===== config.mk =====
export PLATFORM = sky130hd
export DESIGN_NAME = spd_cell
export DESIGN_NICKNAME = d
export VERILOG_FILES = /design/src/sv/spd_pkg.sv /design/src/sv/spd_cell.sv
export SDC_FILE = /design/constraint.sdc
export NUM_CORES = 1
export LEC_CHECK = 0
export BUFFER_PORTS_ARGS = -buffer_cell sky130_fd_sc_hd__buf_4
export CAP_MARGIN = 20
export CORE_MARGIN = 2
export CORE_UTILIZATION = 43
export DETAILED_ROUTE_END_ITERATION = 8
export PLACE_DENSITY_LB_ADDON = 0.25
export SLEW_MARGIN = 20
export SYNTH_ARGS = -nofsm -noshare
export SYNTH_HDL_FRONTEND = slang
export SYNTH_SLANG_ARGS = --single-unit

===== constraint.sdc =====
create_clock -name clk_i -period 2.3 [get_ports clk_i]
set_input_delay 0.23 -clock clk_i [delete_from_list [all_inputs] [get_ports clk_i]]
set_output_delay 0.23 -clock clk_i [all_outputs]
set_load 0.03 [all_outputs]

===== src/sv/spd_pkg.sv =====
`default_nettype none
package spd_pkg;

  localparam int PAGE_BYTES   = 4096;
  localparam int HEADER_BYTES = 32;
  localparam int SLOT_BYTES   = 4;
  localparam int MAX_SLOTS    = 1024;

  localparam int IDX_W = $clog2(MAX_SLOTS);
  localparam int CNT_W = $clog2(MAX_SLOTS + 1);
  localparam int OFF_W = 13;
  localparam int LEN_W = 12;
  localparam int CMD_W = 3;
  localparam int ST_W  = 2;
  // wide enough for header + slot area + one more slot + a record
  localparam int ACC_W = 15;

  localparam int IN_DATA_W  = 32;
  localparam int OUT_DATA_W = 64;

  typedef enum logic [CMD_W-1:0] {
    CMD_CLEAR  = 3'd0,
    CMD_APPEND = 3'd1,
    CMD_INSERT = 3'd2,
    CMD_REMOVE = 3'd3,
    CMD_READ   = 3'd4
  } cmd_e;

  typedef enum logic [ST_W-1:0] {
    ST_DONE    = 2'd0,
    ST_NOSPACE = 2'd1,
    ST_RANGE   = 2'd2
  } status_e;

  typedef enum logic [2:0] {
    OP_NONE,
    OP_INS,
    OP_REM,
    OP_PACK,
    OP_READ
  } cell_op_e;

  // one directory entry
  typedef struct packed {
    logic [OFF_W-1:0] off;
    logic [LEN_W-1:0] len;
  } entry_t;

  // item traveling along the chain; off carries the running position when repacking
  typedef struct packed {
    logic             vld;
    logic [OFF_W-1:0] off;
    logic [LEN_W-1:0] len;
  } bus_t;

  // control broadcast to every cell
  typedef struct packed {
    cell_op_e         op;
    logic [IDX_W-1:0] idx;
    logic [CNT_W-1:0] cnt;
    entry_t           wr;
  } cell_ctrl_t;

endpackage
`default_nettype wire


===== src/sv/spd_cell.sv =====
`default_nettype none
module spd_cell (
  input  wire logic                     clk_i,
  input  wire logic                     rst_ni,
  input  wire logic [spd_pkg::IDX_W-1:0] cell_idx_i,
  input  wire spd_pkg::cell_ctrl_t      ctrl_i,
  input  wire spd_pkg::entry_t          lo_i,
  input  wire spd_pkg::entry_t          hi_i,
  output spd_pkg::entry_t               entry_o,
  input  wire spd_pkg::bus_t            bus_i,
  output spd_pkg::bus_t                 bus_o
);

  spd_pkg::entry_t entry_q, entry_d;
  spd_pkg::bus_t   bus_q, bus_d;
  logic [spd_pkg::OFF_W-1:0] pos;

  // shift, write, repack or tap this entry
  always_comb begin
    entry_d = entry_q;
    bus_d   = bus_i;
    pos     = '0;
    unique case (ctrl_i.op)
      spd_pkg::OP_INS: begin
        if (cell_idx_i > ctrl_i.idx) begin
          entry_d = lo_i;
        end else if (cell_idx_i == ctrl_i.idx) begin
          entry_d = ctrl_i.wr;
        end
      end
      spd_pkg::OP_REM: begin
        if (cell_idx_i >= ctrl_i.idx) begin
          entry_d = hi_i;
        end
      end
      spd_pkg::OP_PACK: begin
        if (bus_i.vld && ({1'b0, cell_idx_i} < ctrl_i.cnt)) begin
          pos = ({1'b0, entry_q.len} <= bus_i.off) ? bus_i.off - {1'b0, entry_q.len} : '0;
          entry_d.off = pos;
          bus_d.off   = pos;
        end
      end
      spd_pkg::OP_READ: begin
        if (bus_i.vld && (cell_idx_i == ctrl_i.idx)) begin
          bus_d.off = entry_q.off;
          bus_d.len = entry_q.len;
        end
      end
      default: begin
      end
    endcase
  end

  always_ff @(posedge clk_i) begin
    entry_q <= entry_d;
  end

  // advance the chain item
  always_ff @(posedge clk_i or negedge rst_ni) begin
    if (!rst_ni) begin
      bus_q <= '0;
    end else begin
      bus_q <= bus_d;
    end
  end

  assign entry_o = entry_q;
  assign bus_o   = bus_q;

endmodule
`default_nettype wire


# --- Word level (Yosys, flattened, before mapping) ---
# Cells that the tools add are included.
classes:
  div_mod_pow: 0
  n_reduce_logical: 6
  mul: 0
  n_eq_ne: 8
  bitwise: 0
  muxes: 11
  n_lt_le_gt_ge: 4
  addsub: 1
  n_shift: 0
ops:
  columns: ["operator", "n"]
  rows:
  - ["25-bit 2-to-1 mux", 4]
  - ["13-bit 2-to-1 mux", 3]
  - ["13-bit one-hot mux with 3 select lines", 1]
  - ["13-bit one-hot mux with 2 select lines", 1]
  - ["12-bit one-hot mux with 2 select lines", 1]
  - ["12-bit by 13-bit less-or-equal comparator with 1-bit output", 1]
  - ["13-bit by 12-bit subtractor with 13-bit output", 1]
  - ["12-bit 2-to-1 mux", 1]
  - ["10-bit by 11-bit less-than comparator with 1-bit output", 1]
  - ["10-bit equality test", 1]
  - ["10-bit >= comparator", 1]
  - ["10-bit > comparator", 1]
  - ["3-bit by 2-bit equality test with 1-bit output (second input constant)", 2]
  - ["2-bit != test (second input constant)", 2]
  - ["4-bit AND reduction", 1]
  - ["3-bit by 1-bit equality test with 1-bit output (second input constant)", 1]
  - ["3-bit equality test (second input constant)", 1]
  - ["3-bit != test (second input constant)", 1]
  - ["3-bit AND reduction", 1]
  - ["3-bit nonzero test", 1]
  - ["1-bit logical AND", 2]
  - ["2-bit nonzero test", 1]
totals:
  ramBits: 0
  reg_bits: 51
  elab_cells: 35
  memories: 0
  latchBits: 0
  out_inout_bits: 51
  inputBits: 137
  rom_bits: 0

# --- Depth between registers and ports, before layout ---
# Gate-level depths: netlist of the first run.
depth:
  ltp_word: 4
  ltp_mapped: 10
  mapped_depth_nobuf: 10

# --- Least setup slack after synthesis of the first run ---
# No wires, ideal clock.
synth_path:
  path_kind: "input to register"
  from: "input ctrl_i[31] (netlist bit)"
  to: "register entry_q (netlist bit entry_o[12]), enable pin"
  setup_slack_ps: -325
  n_path_buf: 1
  setup_ps: 387
  required_ps: 1913
  arrival_ps: 2238
  cell_stages: 9
  path_cell_list: "inv_1 -> ha_1 -> a21o_1 -> a221oi_1 -> o21ai_1 -> a21oi_1 -> buf_2 -> nand2_1 -> a21oi_1"
synth_via:
  elab_chain_len: 4
synth_rtl:
  columns: ["item", "line_no", "source"]
  rows:
  - ["start: declaration", "spd_cell.sv:6", "input wire spd_pkg::cell_ctrl_t ctrl_i,"]
  - ["10-bit by 11-bit less-than comparator with 1-bit output", "spd_cell.sv:37", "if (bus_i.vld && ({1'b0, cell_idx_i} < ctrl_i.cnt)) begin"]
  - ["1-bit logical AND", "spd_cell.sv:37", null]
  - ["2-bit != test (no source line)", null, null]
  - ["4-bit AND reduction (no source line)", null, null]
  - ["end signal: assignment", "spd_cell.sv:55", "entry_q <= entry_d;"]
  - ["end: declaration", "spd_cell.sv:14", "spd_pkg::entry_t entry_q, entry_d;"]
# Every way passes these cells.
# A chain may end at the register's enable or synchronous reset.

==> metrics.txt, run 1 <==
min-delay src=bus_i[25]; via count=4635; violation count after the first detailed-routing iteration=366; initial antenna violation count=0; syn_area_per_cell=9.02 sq um; H-tree depth=2; Final Hold Viols=0; Nets=888; ys async rst share=51.0%; layout cells sized above 1=52.2%; reported leakage power=3.37 nW; Synth Area in Simple Gates=14.9%; largest net degree at the start of global routing=27; core area=0.00920 sq mm; CP required=2.49 ns; CTS tree=built; main flop type after synthesis=dfrtp_1; WL/cell=18.6 um; DR DRC count=0; vias in the first global route=4674; drt total wl=15500 um; Root Driver=clkbuf_8; Seq/Total Area, Yosys=34.5%; Max-Cap Viols=0; Slew Viols, Final=0; cell count after placement=807; global-route wire length before repair=23600 um; Ant. Diodes=0; post-synthesis adder-cell area fraction=10.1%; Max clock buf depth=2; Chip Width=101 um; Commonest cells post-synth=nand2_1, inv_1, ha_1; most common cell in the netlist=nand2_1; Final Core Density=75.5%; hpwl dp=12100 um; Worst VDD drop=0.270 mV; number of synthesized flops with an enable pin=25; RR Startpoint=entry_o[1]; Synth area leaders=edfxtp_1, dfrtp_1, ha_1; fin crit share=100%; CP Launch Type=flop; min Tclk post-route=2.30 ns; pwr dens=462 mW/mm^2; Slew @ Worst Pin=0.376 ns; r2r setup slk=-0.002 ns; Post-Syn Instances=450; register clock-pin slew on the reported worst setup and hold paths=0.10 ns; failing checks=negative setup slack; xor and xnor fraction of the mapped netlist area=1.30%; die height=101 um; synth warn=0; flops & latches, synth=51; Setup TNS=-0.00210 ns; io pins=188; RePlAce Congestion=0.896; Synth Area in Compound Gates=24.7%; Setup crit end kind=flop; worst setup margin=-0.00210 ns; Final setup viols=1; r2r endpoint=bus_o[20]; main combinational cell family by area after synthesis=compound AO/OA/AOI/OAI gates; post-synthesis mux area share=7.18%; Post-Syn Nets=619; Max Fclk=434 MHz; ANT nets after route=0; Initial Util=44.1%; worst hold path class=input port to flop; fin cells=831; Area growth syn-to-layout=71.2%; Crit Path Class=flop to flop; hold path endpoint=bus_o[25]; total gr overflow=0; clock sink count=51; clk_lat worst skew=0.32 ns; RSZ-0062 raised after global routing=true; status=finished with violations; DR vias/cell=5.58; Rows=35; Layout fillers=648; dpl cell area=0.00630 sq mm; Synth area leader=edfxtp_1; Clock Skew=0.00947 ns; final hold slack=0.0932 ns; Cell variety after synth=69; fin area=0.00695 sq mm; number of port buffers=187; GRT Total Usage=29.6%; TritonCTS Buffers=5; synthesized cell area=0.00406 sq mm; hold depth=1; total power draw=3.21 mW; Rel. slew slack=74.3%; critical path data arrival time=2.50 ns; Place WS=-0.125 ns; number of iterations in the first detailed-routing pass=5; r2r worst-path depth=10; Die ar.=0.0102 sq mm; CP max FO=3; top-area cell type share of the netlist area=18.5%
==> cell families after synthesis <==
logic type,Yosys count
flip-flops,51
buffers and inverters,67
XOR/XNOR,6
multiplexers,29
adder cells (fa/ha/maj),32
AO/OA/AOI/OAI,142
AND/OR/NAND/NOR,123
==> cells in the final DEF (no fill, tap or decap), types with 7 or more instances in the layout <==
master / n
buf_6: 7
nand4_1: 8
nand2_1: 51
edfxtp_1: 25
buf_4: 272
o21ai_0: 21
mux2i_1: 28
dfrtp_1: 26
a21o_1: 12
ha_1: 19
a21oi_1: 18
ha_4: 12
inv_2: 9
o21ai_1: 13
nor2_1: 18
inv_1: 34
nand3_1: 13
==> sequential cells by signal, indices dropped and copies added (netlist names) <==
name     count
bus_o       26
entry_o     25
==> metal layers <==
metal	vias to the layer above	part of all wire, %	global-route usage [%]
met3	26	7.1	3.52
met5	-	0	0
met1	2196	40	39.4
met2	213	51	50.2
met4	0	1.8	9.46
li1	2200	-	-
==> critical path, stage by stage, from the launching register on <==
cell and delay, ns:
edfxtp_1 0.39, inv_2 0.08, buf_6 0.12, fa_2 0.42
a21oi_4 0.19, o2bb2ai_4 0.09, nor4_4 0.19, buf_4 0.18
o31ai_4 0.06, o2111a_1 0.19, a221o_1 0.28
==> cell type report <==
cell class	instances	area [sq um]	area share [%]
clock buffers	6	82.6	1.19
multi-input cells	333	2910	42.0
inverters	43	161	2.32
clock inverters	2	16.3	0.234
well taps	111	139	2.00
flip-flops and latches	51	1400	20.2
repair buffers	285	2230	32.1
==> worst max path at each step <==
| stage | startpoint | end | slack (ns) | cells past startpoint |
|---|---|---|---|---|
| floorplan | entry_o[0] | entry_o[24] | -0.15 | 9 |
| global placement | entry_o[11] | bus_o[24] | -0.10 | 8 |
| detailed placement | entry_o[11] | bus_o[24] | -0.13 | 8 |
| CTS | entry_o[3] | entry_o[19] | 0.002 | 10 |
| global route | entry_o[1] | entry_o[19] | -0.1 | 11 |
| finish | entry_o[1] | bus_o[20] | -0.002 | 10 |
==> power by group <==
part,switching (mW),internal (mW),leakage [nW],total [mW]
combinational,0.789,0.771,2.79,1.56
sequential,0.0345,1.04,0.535,1.07
clock,0.329,0.247,0.0474,0.575
total,1.15,2.06,3.37,3.21
==> repair_timing <==
action / CTS / global route
buffers inserted: 9 / 6
pin swaps: 17 / 25
gates cloned: 1 / 0
hold buffers: 1 / 0
resized for setup: 25 / 49
endpoints found under the hold margin: 26 / 0
endpoints found under the setup margin: 23 / 25
No activity file was read; power rests on OpenSTA's default activity.
==> inputs of run 2 (changes only) <==
Settings changed: REMOVE_ABC_BUFFERS from default to 1, SLEW_MARGIN 20 to 40.
==> run 2 against run 1 <==
Critical path depth unchanged; the run still ends with negative setup slack left; critical path type unchanged; via count down 2.0%; worst setup slack got worse by 0.0057 ns; clock skew shrank 0.0013 ns; non-clock buffer count fell by 15.
==> metrics.txt, run 2 (same netlist as run 1, synthesis figures left out) <==
Area growth syn-to-layout=59.9%; reported leakage power=3.21 nW; DR vias/cell=5.56; CP required=2.37 ns; Max Fclk=433 MHz; RR Startpoint=entry_o[10]; max FFs per register=26; clk_lat worst skew=0.31 ns; number of port buffers=187; io pins=188; Chip Width=101 um; Slew Viols, Final=0; Root Driver=clkbuf_8; Clock Skew=0.00818 ns; die height=101 um; Setup crit end kind=flop; Worst VDD drop=0.301 mV; status=finished with violations; largest net degree at the start of global routing=27; TritonCTS Buffers=5; global-route wire length before repair=21800 um; RePlAce Congestion=0.929; initial antenna violation count=0; crit-path cells=inv_2 -> ha_1 -> and3_1 -> nor3b_4 -> a221oi_4 -> buf_4 -> a211oi_2 -> buf_4 -> a211oi_1 -> a21oi_1; total gr overflow=0; crit-path max cell delay=0.38 ns; Crit Path Class=flop to flop; Ant. Diodes=0; most frequent CP cell=buf_4; critical path data arrival time=2.38 ns; core area=0.00920 sq mm; Die ar.=0.0102 sq mm; vias in the first global route=4422; r2r worst-path depth=10; H-tree depth=2; Worst path slowest cell=edfxtp_1; hpwl dp=11500 um; min Tclk post-route=2.31 ns; RSZ-0062 raised after global routing=true; ANT nets after route=0; Max-Cap Viols=0; clock sink count=51; worst hold path class=input port to flop; via count=4541; commonest non-fill, non-tap cell in the layout=buf_4; r2r endpoint=entry_o[15]; cell count after placement=800; violation count after the first detailed-routing iteration=286; GRT Total Usage=27.5%; Final Hold Viols=0; Rel. slew slack=68.5%; Final setup viols=1; Initial Util=44.1%; worst setup margin=-0.00784 ns; CP Launch Type=flop; register clock-pin slew on the reported worst setup and hold paths=0.11 ns; CP max FO=4; hold depth=1; fin cells=816; layout cells sized above 1=46.2%; Place WS=-0.251 ns; fin crit share=100%; DR DRC count=0; Slew @ Worst Pin=0.468 ns; commonest cells after routing, fill and taps aside=buf_4, nand2_1, inv_1; hold path endpoint=bus_o[25]; failing checks=negative setup slack; drt total wl=14400 um; Max clock buf depth=2; r2r setup slk=-0.008 ns; Rows=35; Nets=873; WL/cell=17.7 um; min-delay src=bus_i[25]; Setup TNS=-0.00784 ns; number of iterations in the first detailed-routing pass=5; final hold slack=0.0856 ns; CTS tree=built; pwr dens=461 mW/mm^2
-- run 2: per-layer routing --
| layer | up-vias | share of wire [%] | global-route usage (%) | routed length (um) |
|---|---|---|---|---|
| li1 | 2165 | - | - | - |
| met1 | 2173 | 41 | 35.8 | 5940 |
| met2 | 178 | 51 | 48.2 | 7400 |
| met3 | 25 | 5.3 | 3.93 | 765 |
| met4 | 0 | 2.1 | 6.86 | 297 |
| met5 | - | 0 | 0 | 0 |
-- run 2: how the worst max path moves through the flow --
stage / start / end / slack [ns] / cells after the start
floorplan: ctrl_i[31] / entry_o[12] / -0.48 / 8
global placement: bus_i[12] / entry_o[24] / -0.18 / 11
detailed placement: bus_i[12] / entry_o[24] / -0.25 / 11
CTS: entry_o[10] / bus_o[24] / 0.006 / 9
global route: entry_o[11] / entry_o[15] / -0.11 / 10
finish: entry_o[10] / entry_o[15] / -0.008 / 10
-- run 2: area by class of cell --
class | instances | area (sq um)
Fill cell | 739 | 2710
Multi-Input combinational cell | 333 | 2620
Timing Repair Buffer | 270 | 2070
Sequential cell | 51 | 1400
Inverter | 43 | 161
Tap cell | 111 | 139
Clock buffer | 5 | 68.8
Clock inverter | 3 | 23.8
-- run 2: timing repair --
item	CTS	global route
pin swaps	9	5
cloned	1	0
setup endpoints to repair	21	24
hold endpoints to repair	26	0
gates resized for setup	29	21
hold buffers	1	0
setup buffers	6	1
-- run 2: report_power, final --
group / leakage, nW / switching [mW] / internal [mW] / total (mW)
Sequential: 0.535 / 0.0288 / 1.04 / 1.07
Combinational: 2.63 / 0.697 / 0.667 / 1.36
Clock: 0.0408 / 0.341 / 0.219 / 0.560
-- run 2: through the flow --
step	instance area [sq um]	total power [mW]	util, %
finish	6490	2.99	70.5
global route	6490	3.14	70.5
CTS	6360	2.94	69.1
detailed placement	6060	2.33	65.9
global placement	6060	2.30	65.9
floorplan	3920	1.70	-
-- run 2: critical path: cells and delay by family (launching register included) --
kind	cells	cell delay (ns)
fa+ha+maj	1	0.33
flops	1	0.38
simple gates	2	0.36
buf+inv	3	0.39
compound gates	4	0.61
